**src/two_level_bitmap_slot_allocator_top_defines.svh**
```systemverilog
// Assertion macros for the slot allocator.
`ifndef TWO_LEVEL_BITMAP_SLOT_ALLOCATOR_TOP_DEFINES_SVH
`define TWO_LEVEL_BITMAP_SLOT_ALLOCATOR_TOP_DEFINES_SVH

`ifndef SYNTH
// Same-cycle implication, sampled on clk, off while rst_n is low.
`define TLBSA_ASSERT_IMPLIES(label, ante, cons) \
    label: assert property (@(posedge clk) disable iff (!rst_n) (ante) |-> (cons)) \
        else $error("allocator assertion failed");
// Next-cycle implication, sampled on clk, off while rst_n is low.
`define TLBSA_ASSERT_NEXT(label, ante, cons) \
    label: assert property (@(posedge clk) disable iff (!rst_n) (ante) |=> (cons)) \
        else $error("allocator assertion failed");
`else
`define TLBSA_ASSERT_IMPLIES(label, ante, cons)
`define TLBSA_ASSERT_NEXT(label, ante, cons)
`endif

`endif

```
**src/tlbsa_pkg.sv**
```systemverilog
// Types, codes and constants shared by the slot allocator files.
package tlbsa_pkg;

    localparam int PREFIX_W           = 18;
    localparam int SLOT_W             = 6;
    localparam int SLOTS              = 64;
    localparam int GRP_W              = 8;
    localparam int GRP_CNT            = SLOTS / GRP_W;
    localparam int DEFAULT_MAX_GROUPS = 16;

    typedef logic [1:0]          opcode_t;
    typedef logic [1:0]          status_t;
    typedef logic [PREFIX_W-1:0] prefix_t;
    typedef logic [SLOT_W-1:0]   slot_t;
    typedef logic [SLOTS-1:0]    slot_bits_t;

    localparam slot_bits_t ALL_SLOTS_USED = '1;

    // Operation codes
    localparam opcode_t OP_REQUEST = 2'd0;
    localparam opcode_t OP_CLAIM   = 2'd1;
    localparam opcode_t OP_RELEASE = 2'd2;
    localparam opcode_t OP_NOP     = 2'd3;

    // Result status codes
    localparam status_t STATUS_OK        = 2'd0;
    localparam status_t STATUS_FULL      = 2'd1;
    localparam status_t STATUS_SLOT_USED = 2'd2;
    localparam status_t STATUS_UNKNOWN   = 2'd3;

endpackage

```
**src/tlbsa_req_if.sv**
```systemverilog
// Request channel of the slot allocator: opcode, group prefix, slot index.
interface tlbsa_req_if
    import tlbsa_pkg::*;
();
    logic    valid;
    logic    ready;
    opcode_t opcode;
    prefix_t group_prefix;
    slot_t   slot_index;

    modport source (output valid, output opcode, output group_prefix, output slot_index,
                    input ready);
    modport sink   (input valid, input opcode, input group_prefix, input slot_index,
                    output ready);
endinterface

```
**src/tlbsa_rsp_if.sv**
```systemverilog
// Result channel of the slot allocator: status, prefix and slot.
interface tlbsa_rsp_if
    import tlbsa_pkg::*;
();
    logic    valid;
    logic    ready;
    status_t status;
    prefix_t out_prefix;
    slot_t   out_slot;

    modport source (output valid, output status, output out_prefix, output out_slot,
                    input ready);
    modport sink   (input valid, input status, input out_prefix, input out_slot,
                    output ready);
endinterface

```
**src/two_level_bitmap_slot_allocator_top.sv**
```systemverilog
// Two-level bitmap slot allocator: group table in one memory with a scan sequencer.
//
// Requests enter on req (opcode, group_prefix, slot_index) and one result per
// request leaves on rsp (status, out_prefix, out_slot), valid/ready on both.
// The group table (prefix plus 64 slot bits per entry) sits in one synchronous
// memory; groups fill entries from 0 upward, so a fill count marks the live ones.
// Every request but opcode 3 scans the F live entries, one memory read per
// cycle, then does at most one table write. A request
// that must open a new group at the smallest unused prefix adds a binary search
// over the prefixes, about log2(MAX_GROUPS + 2) passes, each a new scan of the
// live entries, and then writes the new group.
// One request is in flight at a time; req.ready is high only while idle, so a
// new request is taken only once the last one has passed its result step.
// The result sits in an output register: a stalled rsp does not stop the next
// request, which runs until its result step and waits there for the register.
// Reset clears the fill count and the handshake state; the memory contents are
// left as they are and no clearing pass runs.
`include "two_level_bitmap_slot_allocator_top_defines.svh"

module two_level_bitmap_slot_allocator_top
    import tlbsa_pkg::*;
#(
    parameter int MAX_GROUPS = DEFAULT_MAX_GROUPS
)(
    input  logic        clk,
    input  logic        rst_n,
    tlbsa_req_if.sink   req,
    tlbsa_rsp_if.source rsp
);
    localparam int IDX_W   = (MAX_GROUPS > 1) ? $clog2(MAX_GROUPS) : 1;
    localparam int CNT_W   = $clog2(MAX_GROUPS + 1);
    localparam int KW      = $clog2(MAX_GROUPS + 2);
    localparam int ENTRY_W = PREFIX_W + SLOTS;
    localparam int ST_W    = 3;

    localparam logic [ST_W-1:0] S_IDLE   = 3'd0;
    localparam logic [ST_W-1:0] S_SCAN   = 3'd1;
    localparam logic [ST_W-1:0] S_DECIDE = 3'd2;
    localparam logic [ST_W-1:0] S_KMID   = 3'd3;
    localparam logic [ST_W-1:0] S_KSCAN  = 3'd4;
    localparam logic [ST_W-1:0] S_DONE   = 3'd5;

    // Control state
    logic [ST_W-1:0]  state_reg, state_next;
    logic [CNT_W-1:0] fill_cnt_reg, fill_cnt_next;
    logic [CNT_W-1:0] issue_cnt_reg, issue_cnt_next;
    logic             rd_valid_reg, rd_valid_next;
    logic             hit_reg, hit_next;
    logic             out_valid_reg, out_valid_next;

    // Payload state
    opcode_t          op_reg, op_next;
    prefix_t          key_reg, key_next;
    slot_t            slot_reg, slot_next;
    logic [IDX_W-1:0] rd_idx_reg, rd_idx_next;
    logic [IDX_W-1:0] hit_idx_reg, hit_idx_next;
    prefix_t          hit_key_reg, hit_key_next;
    slot_bits_t       hit_bits_reg, hit_bits_next;
    logic [KW-1:0]    lo_reg, lo_next;
    logic [KW-1:0]    hi_reg, hi_next;
    logic [KW-1:0]    mid_reg, mid_next;
    logic [KW-1:0]    less_cnt_reg, less_cnt_next;
    status_t          res_status_reg, res_status_next;
    prefix_t          res_key_reg, res_key_next;
    slot_t            res_slot_reg, res_slot_next;
    status_t          out_status_reg, out_status_next;
    prefix_t          out_prefix_reg, out_prefix_next;
    slot_t            out_slot_reg, out_slot_next;

    // Group table memory
    logic [ENTRY_W-1:0] table_mem [MAX_GROUPS];
    logic [ENTRY_W-1:0] rdata_reg;
    logic               mem_re;
    logic [IDX_W-1:0]   mem_raddr;
    logic               mem_we;
    logic [IDX_W-1:0]   mem_waddr;
    logic [ENTRY_W-1:0] mem_wdata;

    logic       scan_active;
    logic       scan_done;
    logic       table_full;
    logic       out_load;
    prefix_t    rd_key;
    slot_bits_t rd_bits;
    slot_t      free_slot;
    slot_bits_t free_mask;
    slot_bits_t slot_mask;
    logic [KW:0] mid_sum;

    always_ff @(posedge clk)
    begin
        if (mem_we)
        begin
            table_mem[mem_waddr] <= mem_wdata;
        end
        if (mem_re)
        begin
            rdata_reg <= table_mem[mem_raddr];
        end
    end

    tlbsa_free_slot u_free_slot (
        .bits (hit_bits_reg),
        .slot (free_slot)
    );

    // Scan read issue: one live entry per cycle
    assign scan_active = (state_reg == S_SCAN) || (state_reg == S_KSCAN);
    assign mem_re      = scan_active && (issue_cnt_reg < fill_cnt_reg);
    assign mem_raddr   = mem_re ? issue_cnt_reg[IDX_W-1:0] : '0;
    assign scan_done   = scan_active && !mem_re && !rd_valid_reg;

    assign rd_key     = rdata_reg[ENTRY_W-1:SLOTS];
    assign rd_bits    = rdata_reg[SLOTS-1:0];
    assign table_full = (fill_cnt_reg == CNT_W'(MAX_GROUPS));
    assign free_mask  = {{(SLOTS-1){1'b0}}, 1'b1} << free_slot;
    assign slot_mask  = {{(SLOTS-1){1'b0}}, 1'b1} << slot_reg;
    assign mid_sum    = {1'b0, lo_reg} + {1'b0, hi_reg};
    assign out_load   = (state_reg == S_DONE) && (!out_valid_reg || rsp.ready);

    // Sequencer
    always_comb
    begin
        state_next      = state_reg;
        fill_cnt_next   = fill_cnt_reg;
        issue_cnt_next  = issue_cnt_reg;
        rd_valid_next   = mem_re;
        rd_idx_next     = mem_re ? mem_raddr : rd_idx_reg;
        hit_next        = hit_reg;
        op_next         = op_reg;
        key_next        = key_reg;
        slot_next       = slot_reg;
        hit_idx_next    = hit_idx_reg;
        hit_key_next    = hit_key_reg;
        hit_bits_next   = hit_bits_reg;
        lo_next         = lo_reg;
        hi_next         = hi_reg;
        mid_next        = mid_reg;
        less_cnt_next   = less_cnt_reg;
        res_status_next = res_status_reg;
        res_key_next    = res_key_reg;
        res_slot_next   = res_slot_reg;
        out_valid_next  = out_valid_reg && !rsp.ready;
        out_status_next = out_status_reg;
        out_prefix_next = out_prefix_reg;
        out_slot_next   = out_slot_reg;
        mem_we          = 1'b0;
        mem_waddr       = '0;
        mem_wdata       = '0;

        if (mem_re)
        begin
            issue_cnt_next = issue_cnt_reg + CNT_W'(1);
        end

        unique case (state_reg)
            S_IDLE:
            begin
                if (req.valid)
                begin
                    op_next        = req.opcode;
                    key_next       = req.group_prefix;
                    slot_next      = req.slot_index;
                    issue_cnt_next = '0;
                    hit_next       = 1'b0;
                    if (req.opcode == OP_NOP)
                    begin
                        res_status_next = STATUS_OK;
                        res_key_next    = req.group_prefix;
                        res_slot_next   = req.slot_index;
                        state_next      = S_DONE;
                    end
                    else
                    begin
                        state_next = S_SCAN;
                    end
                end
            end

            S_SCAN:
            begin
                // request: lowest prefix with a free slot; claim/release: prefix match
                if (rd_valid_reg)
                begin
                    if (op_reg == OP_REQUEST)
                    begin
                        if (rd_bits != ALL_SLOTS_USED && (!hit_reg || rd_key < hit_key_reg))
                        begin
                            hit_next      = 1'b1;
                            hit_idx_next  = rd_idx_reg;
                            hit_key_next  = rd_key;
                            hit_bits_next = rd_bits;
                        end
                    end
                    else if (!hit_reg && rd_key == key_reg)
                    begin
                        hit_next      = 1'b1;
                        hit_idx_next  = rd_idx_reg;
                        hit_key_next  = rd_key;
                        hit_bits_next = rd_bits;
                    end
                end
                if (scan_done)
                begin
                    state_next = S_DECIDE;
                end
            end

            S_DECIDE:
            begin
                res_status_next = STATUS_OK;
                res_key_next    = key_reg;
                res_slot_next   = slot_reg;
                state_next      = S_DONE;
                unique case (op_reg)
                    OP_REQUEST:
                    begin
                        if (hit_reg)
                        begin
                            mem_we        = 1'b1;
                            mem_waddr     = hit_idx_reg;
                            mem_wdata     = {hit_key_reg, hit_bits_reg | free_mask};
                            res_key_next  = hit_key_reg;
                            res_slot_next = free_slot;
                        end
                        else if (table_full)
                        begin
                            res_status_next = STATUS_FULL;
                            res_key_next    = '0;
                            res_slot_next   = '0;
                        end
                        else
                        begin
                            lo_next    = '0;
                            hi_next    = KW'(MAX_GROUPS + 1);
                            state_next = S_KMID;
                        end
                    end
                    OP_CLAIM:
                    begin
                        if (hit_reg)
                        begin
                            if (hit_bits_reg[slot_reg])
                            begin
                                res_status_next = STATUS_SLOT_USED;
                            end
                            else
                            begin
                                mem_we    = 1'b1;
                                mem_waddr = hit_idx_reg;
                                mem_wdata = {hit_key_reg, hit_bits_reg | slot_mask};
                            end
                        end
                        else if (table_full)
                        begin
                            res_status_next = STATUS_FULL;
                        end
                        else
                        begin
                            // open the group with only the claimed slot set
                            mem_we        = 1'b1;
                            mem_waddr     = fill_cnt_reg[IDX_W-1:0];
                            mem_wdata     = {key_reg, slot_mask};
                            fill_cnt_next = fill_cnt_reg + CNT_W'(1);
                        end
                    end
                    OP_RELEASE:
                    begin
                        if (hit_reg)
                        begin
                            mem_we    = 1'b1;
                            mem_waddr = hit_idx_reg;
                            mem_wdata = {hit_key_reg, hit_bits_reg & ~slot_mask};
                        end
                        else
                        begin
                            res_status_next = STATUS_UNKNOWN;
                        end
                    end
                    OP_NOP:
                    begin
                        res_status_next = STATUS_OK;
                    end
                endcase
            end

            S_KMID:
            begin
                // smallest unused prefix m: largest m with m prefixes below it
                if (hi_reg - lo_reg > KW'(1))
                begin
                    mid_next       = mid_sum[KW:1];
                    less_cnt_next  = '0;
                    issue_cnt_next = '0;
                    state_next     = S_KSCAN;
                end
                else
                begin
                    mem_we          = 1'b1;
                    mem_waddr       = fill_cnt_reg[IDX_W-1:0];
                    mem_wdata       = {PREFIX_W'(lo_reg), ~(ALL_SLOTS_USED >> 1)};
                    fill_cnt_next   = fill_cnt_reg + CNT_W'(1);
                    res_status_next = STATUS_OK;
                    res_key_next    = PREFIX_W'(lo_reg);
                    res_slot_next   = SLOT_W'(SLOTS - 1);
                    state_next      = S_DONE;
                end
            end

            S_KSCAN:
            begin
                if (rd_valid_reg && rd_key < PREFIX_W'(mid_reg))
                begin
                    less_cnt_next = less_cnt_reg + KW'(1);
                end
                if (scan_done)
                begin
                    if (less_cnt_reg == mid_reg)
                    begin
                        lo_next = mid_reg;
                    end
                    else
                    begin
                        hi_next = mid_reg;
                    end
                    state_next = S_KMID;
                end
            end

            S_DONE:
            begin
                if (out_load)
                begin
                    out_valid_next  = 1'b1;
                    out_status_next = res_status_reg;
                    out_prefix_next = res_key_reg;
                    out_slot_next   = res_slot_reg;
                    state_next      = S_IDLE;
                end
            end

            default:
            begin
                state_next = S_IDLE;
            end
        endcase
    end

    // Control registers
    always_ff @(posedge clk or negedge rst_n)
    begin
        if (!rst_n)
        begin
            state_reg     <= S_IDLE;
            fill_cnt_reg  <= '0;
            issue_cnt_reg <= '0;
            rd_valid_reg  <= 1'b0;
            hit_reg       <= 1'b0;
            out_valid_reg <= 1'b0;
        end
        else
        begin
            state_reg     <= state_next;
            fill_cnt_reg  <= fill_cnt_next;
            issue_cnt_reg <= issue_cnt_next;
            rd_valid_reg  <= rd_valid_next;
            hit_reg       <= hit_next;
            out_valid_reg <= out_valid_next;
        end
    end

    // Payload registers
    always_ff @(posedge clk)
    begin
        op_reg         <= op_next;
        key_reg        <= key_next;
        slot_reg       <= slot_next;
        rd_idx_reg     <= rd_idx_next;
        hit_idx_reg    <= hit_idx_next;
        hit_key_reg    <= hit_key_next;
        hit_bits_reg   <= hit_bits_next;
        lo_reg         <= lo_next;
        hi_reg         <= hi_next;
        mid_reg        <= mid_next;
        less_cnt_reg   <= less_cnt_next;
        res_status_reg <= res_status_next;
        res_key_reg    <= res_key_next;
        res_slot_reg   <= res_slot_next;
        out_status_reg <= out_status_next;
        out_prefix_reg <= out_prefix_next;
        out_slot_reg   <= out_slot_next;
    end

    // Ports
    assign req.ready      = (state_reg == S_IDLE);
    assign rsp.valid      = out_valid_reg;
    assign rsp.status     = out_status_reg;
    assign rsp.out_prefix = out_prefix_reg;
    assign rsp.out_slot   = out_slot_reg;

    // Checks
    `TLBSA_ASSERT_IMPLIES(a_fill_bound, 1'b1, fill_cnt_reg <= CNT_W'(MAX_GROUPS))
    `TLBSA_ASSERT_IMPLIES(a_write_live, mem_we, CNT_W'(mem_waddr) <= fill_cnt_reg)
    `TLBSA_ASSERT_IMPLIES(a_unknown_release, out_load && res_status_reg == STATUS_UNKNOWN, op_reg == OP_RELEASE)
    `TLBSA_ASSERT_NEXT(a_one_in_flight, req.valid && req.ready, !req.ready)

endmodule

```
**src/tlbsa_free_slot.sv**
```systemverilog
// Lowest free slot of a group bitmap; slot 63 when slots 0 to 62 are all taken.
module tlbsa_free_slot
    import tlbsa_pkg::*;
(
    input  slot_bits_t bits,
    output slot_t      slot
);
    localparam int POS_W = $clog2(GRP_W);
    localparam int SEL_W = $clog2(GRP_CNT);

    slot_bits_t       probe;
    logic [GRP_CNT-1:0] grp_zero;
    logic [POS_W-1:0] grp_pos [GRP_CNT];
    logic [SEL_W-1:0] sel;

    // Per byte: any free bit and the lowest one
    always_comb
    begin
        probe            = bits;
        probe[SLOTS-1]   = 1'b0;
        for (int g = 0; g < GRP_CNT; g++)
        begin
            grp_zero[g] = ~&probe[g*GRP_W +: GRP_W];
            grp_pos[g]  = '0;
            for (int b = GRP_W - 1; b >= 0; b--)
            begin
                if (!probe[g*GRP_W + b])
                begin
                    grp_pos[g] = POS_W'(b);
                end
            end
        end
    end

    // Lowest byte that holds a free bit
    always_comb
    begin
        sel = '0;
        for (int g = GRP_CNT - 1; g >= 0; g--)
        begin
            if (grp_zero[g])
            begin
                sel = SEL_W'(g);
            end
        end
    end

    assign slot = {sel, grp_pos[sel]};

endmodule
```
**src/flat_wrapper.sv**
```systemverilog
// flat-port wrapper written by rule: the top's interface ports become plain ports
module two_level_bitmap_slot_allocator_top_flat import tlbsa_pkg::*;
#(
    parameter int MAX_GROUPS = DEFAULT_MAX_GROUPS
)
  (clk, rst_n, req_valid, req_opcode, req_group_prefix, req_slot_index, req_ready, rsp_valid, rsp_status, rsp_out_prefix, rsp_out_slot, rsp_ready);
  tlbsa_req_if req_i ();
  tlbsa_rsp_if rsp_i ();
  input  logic clk;
  input  logic rst_n;
  input wire logic [$bits(req_i.valid)-1:0] req_valid;
  input wire logic [$bits(req_i.opcode)-1:0] req_opcode;
  input wire logic [$bits(req_i.group_prefix)-1:0] req_group_prefix;
  input wire logic [$bits(req_i.slot_index)-1:0] req_slot_index;
  output wire logic [$bits(req_i.ready)-1:0] req_ready;
  output wire logic [$bits(rsp_i.valid)-1:0] rsp_valid;
  output wire logic [$bits(rsp_i.status)-1:0] rsp_status;
  output wire logic [$bits(rsp_i.out_prefix)-1:0] rsp_out_prefix;
  output wire logic [$bits(rsp_i.out_slot)-1:0] rsp_out_slot;
  input wire logic [$bits(rsp_i.ready)-1:0] rsp_ready;
  assign req_i.valid = req_valid;
  assign req_i.opcode = req_opcode;
  assign req_i.group_prefix = req_group_prefix;
  assign req_i.slot_index = req_slot_index;
  assign req_ready = req_i.ready;
  assign rsp_valid = rsp_i.valid;
  assign rsp_status = rsp_i.status;
  assign rsp_out_prefix = rsp_i.out_prefix;
  assign rsp_out_slot = rsp_i.out_slot;
  assign rsp_i.ready = rsp_ready;
  two_level_bitmap_slot_allocator_top #(.MAX_GROUPS(MAX_GROUPS)) u_core (.clk(clk), .rst_n(rst_n), .req(req_i), .rsp(rsp_i));
endmodule
```
**config.mk**
```make
export PLATFORM = sky130hd
export DESIGN_NAME = two_level_bitmap_slot_allocator_top_flat
export DESIGN_NICKNAME = d
export VERILOG_FILES = /design/src/tlbsa_pkg.sv /design/src/tlbsa_req_if.sv /design/src/tlbsa_rsp_if.sv /design/src/two_level_bitmap_slot_allocator_top.sv /design/src/tlbsa_free_slot.sv /design/src/flat_wrapper.sv
export VERILOG_INCLUDE_DIRS = /design/src /design/src/src
export SDC_FILE = /design/constraint.sdc
export NUM_CORES = 2
export LEC_CHECK = 0
export BUFFER_PORTS_ARGS = -buffer_cell sky130_fd_sc_hd__buf_2
export CAP_MARGIN = 10
export CORE_MARGIN = 2
export CORE_UTILIZATION = 50
export CTS_CLUSTER_SIZE = 25
export DETAILED_ROUTE_END_ITERATION = 7
export GPL_TIMING_DRIVEN = 0
export PLACE_DENSITY = 0.65
export SLEW_MARGIN = 15
export SYNTH_ARGS = -nofsm -noshare
export SYNTH_HDL_FRONTEND = slang
export SYNTH_HIERARCHICAL = 1
export SYNTH_SLANG_ARGS = --single-unit
```
**constraint.sdc**
```tcl
create_clock -name clk -period 24.2 [get_ports clk]
set_input_delay 2.42 -clock clk [delete_from_list [all_inputs] [get_ports clk]]
set_output_delay 2.42 -clock clk [all_outputs]
set_load 0.1 [all_outputs]
```
==> results_dict.tcl <==
set metrics [dict create \
    worstHoldEndpoint "u_core/rsp.out_slot[5]$_DFFE_PP_" \
    synth_flop_cell "edfxtp_1" \
    post_cts_buffers 0 \
    cts_resized 0 \
    synth_fp_nets 3486 \
    worstPathMaxFanout 10 \
    dpl.cell_count 5277 \
    synth_cell_types 81 \
    fin_cells 5551 \
    die_area_um2 131000 \
    dr_total_vias 36600 \
    cp.arrival_ps 6440 \
    tritoncts "yes" \
    met2_length_mm 82.4 \
    drv_slew 0 \
    p_total_mw 6.75 \
    ios 58 \
    r2r-start "u_core/state_reg[2]$_DFFE_PN0P_" \
    clock_latency_ps 810 \
    synth.most_common_cell "edfxtp_1" \
    drtAntennaViolNets 0 \
    pwr_density_cell_nw_per_um2 91.3 \
    max_freq_ghz 0.168 \
    finalSetupViolCount 0 \
    maxSlewHeadroom_pct 13.7 \
    grt_start_max_net_pins 28 \
    finalWirelength_mm 181 \
    post_synth.cell_area_avg_um2 18.8 \
    vdd_drop_max_mv 0.0739 \
    grt_use_total_pct 27.8 \
    hp-class "flop to flop" \
    syn_area_um2 64300 \
    drc 0 \
    critical_path_class "flop to flop" \
    largest_register_ffs 1312 \
    initial_core_util_pct 50.4 \
    worstHoldStart "u_core/res_slot_reg[5]$_DFFE_PP_" \
    h-tree-depth 4 \
    reg2reg_depth 16 \
    yosysSeqAreaShare_pct 74.5 \
    via_per_inst 6.60 \
    core-area_um2 128000 \
    place_congestion 1.04 \
    rsz0062_at_grt "false" \
    synth-async-reset-ratio_pct 1.00 \
    root_buffer "clkbuf_16" \
    fin_hold_ws_ps 416 \
    synth_common_cells "edfxtp_1, mux4_2, a22oi_1" \
    syn_to_final_growth_pct 15.0 \
    die_h_um 363 \
    hold_viol 0 \
    port_buffers 57 \
    crit_required_ps 24700 \
    hold_depth 0 \
    cap_violations 0 \
    antenna_cells 0 \
    path_clk_slew_ps 70 \
    row_count 131 \
    period_share_pct 24.6 \
    synth_edf_count 1582 \
    critPathLaunchType "flop" \
    dp.final_hpwl_mm 122 \
    synth-seq-cells 1598 \
    drtPass1Iterations 6 \
    fill_cells 9483 \
    min_period_ps 5940 \
    die_x_um 363 \
    rrSetupSlack_ps 18260 \
    cts_buffers 159 \
    wl_met3_mm 17.9 \
    post-synth-top-area-fraction_pct 73.9 \
    drtIter0Drc 5442 \
    grt_pass1_wl_mm 259 \
    status "finished clean" \
    worst_setup_path_end_kind "flop" \
    final_nets 3849 \
    yosys_warnings 6 \
    fin_setup_tns_ps 0 \
    cts_num_sinks 1598 \
    gr-total-overflow 0 \
    leakage_nw 22.1 \
    tightest_slew_ps 1280 \
    wl_met1_mm 75.0 \
    highest_layer "met4" \
    wl_per_cell_um 32.6 \
    clockBufferDepth 3 \
    drive_above_1_share_pct 23.2 \
    yosys.area.top_type "edfxtp_1" \
    syn_inst 3415 \
    synth_area_leaders "edfxtp_1, mux4_2, a22oi_1, nand2_1, nor2_1" \
    first_global_vias 35900 \
    fin_util_pct 58.0 \
    clock_skew_ps 26.3 \
    grt_antenna_before_repair 5 \
    ctsHoldBuffers 0 \
    r2r-end "u_core/table_mem[11][13]$_DFFE_PP_" \
]
==> cell usage in the layout, fill, tap and decap left out, types with 14 or more instances in the layout <==
cell type,Yosys,routed
edfxtp_1,1582,1582
mux4_2,340,340
a22oi_1,247,247
nand2_1,230,230
clkbuf_16,0,160
clkbuf_1,130,148
nor2_1,134,118
buf_2,43,100
inv_1,64,64
buf_4,1,64
o21ai_0,52,50
a31oi_1,45,45
a21oi_1,47,44
nand4_1,42,42
o22ai_2,0,41
ha_1,39,39
clkinv_1,1,38
buf_6,7,34
buf_12,0,33
nor3_1,31,25
nand2b_1,24,24
xnor2_1,22,22
nand3_1,20,20
o22ai_1,60,19
clkinv_2,0,18
a32oi_1,18,18
clkbuf_2,0,18
a22o_1,17,17
buf_16,0,17
dfrtp_1,16,16
xor2_1,15,15
a21o_1,15,15
nor4_1,14,14
nor2_4,0,14
==> per-stage QoR <==
| stage | instance area, um^2 | setup WS, ps |
|---|---|---|
| after floorplan | 64300 | 15410 |
| after global placement | 66600 | 7200 |
| after detailed placement | 68900 | 18400 |
| after CTS | 73700 | 18260 |
| after global routing | 73900 | 18140 |
| final | 73900 | 18260 |
==> per-layer routing <==
metal | vias up | global-route usage [%]
met5 | - | 0
met4 | 0 | 8.62
met3 | 323 | 6.06
met2 | 2244 | 41.7
met1 | 19200 | 41.0
li1 | 14900 | -
==> cells by family after synthesis <==
logic type	share of synthesized area (%)
AOI/OAI and AO/OA	6.36
xor gates and xnor gates	0.504
adders and majority gates	0.821
buffers and inverters	1.65
DFF	74.5
muxes	12.1
and+or+nand+nor	4.03
==> worst max path at each step <==
stage,from,endpoint,slack (ps),depth (start not counted)
final,u_core/state_reg[2]$_DFFE_PN0P_,u_core/table_mem[11][13]$_DFFE_PP_,18260,16
after global routing,u_core/state_reg[2]$_DFFE_PN0P_,u_core/table_mem[11][13]$_DFFE_PP_,18140,16
after global placement,u_core/state_reg[2]$_DFFE_PN0P_,u_core/table_mem[11][23]$_DFFE_PP_,7200,10
after floorplan,u_core/lo_reg[0]$_SDFFCE_PN0P_,u_core/table_mem[4][0]$_DFFE_PP_,15410,10
after detailed placement,u_core/fill_cnt_reg[1]$_DFFE_PN0P_,u_core/rdata_reg[67]$_DFFE_PP_,18400,13
after CTS,u_core/fill_cnt_reg[1]$_DFFE_PN0P_,u_core/rdata_reg[67]$_DFFE_PP_,18260,13
==> critical path, cell delays in order (launching register included) <==
cell      delay (ps)
dfrtp_1          360
buf_2            170
nand2b_1         150
clkbuf_1         230
nor2_1           470
nand2_1          540
nor2_1           290
clkbuf_1         700
a22o_1           350
o211ai_1         370
nor3_2           720
buf_6            280
buf_6            180
buf_6            160
buf_4            200
buf_4            210
buf_4            210
==> power by group <==
group	total, mW	switching, mW	internal (mW)
Sequential	3.38	0.122	3.26
Clock	2.33	1.02	1.32
Combinational	1.04	0.670	0.370
==> layout make-up <==
cell class	instances	area [um^2]	area share (%)
Clock inverter	78	713	0.965
Inverter	65	244	0.330
Buffer	188	838	1.13
Timing Repair Buffer	202	2250	3.04
Tap cell	1662	2080	2.81
Multi-Input combinational cell	1564	15800	21.3
Sequential cell	1598	47900	64.8
Clock buffer	194	4130	5.59
Power figures use the tool's default switching activity.
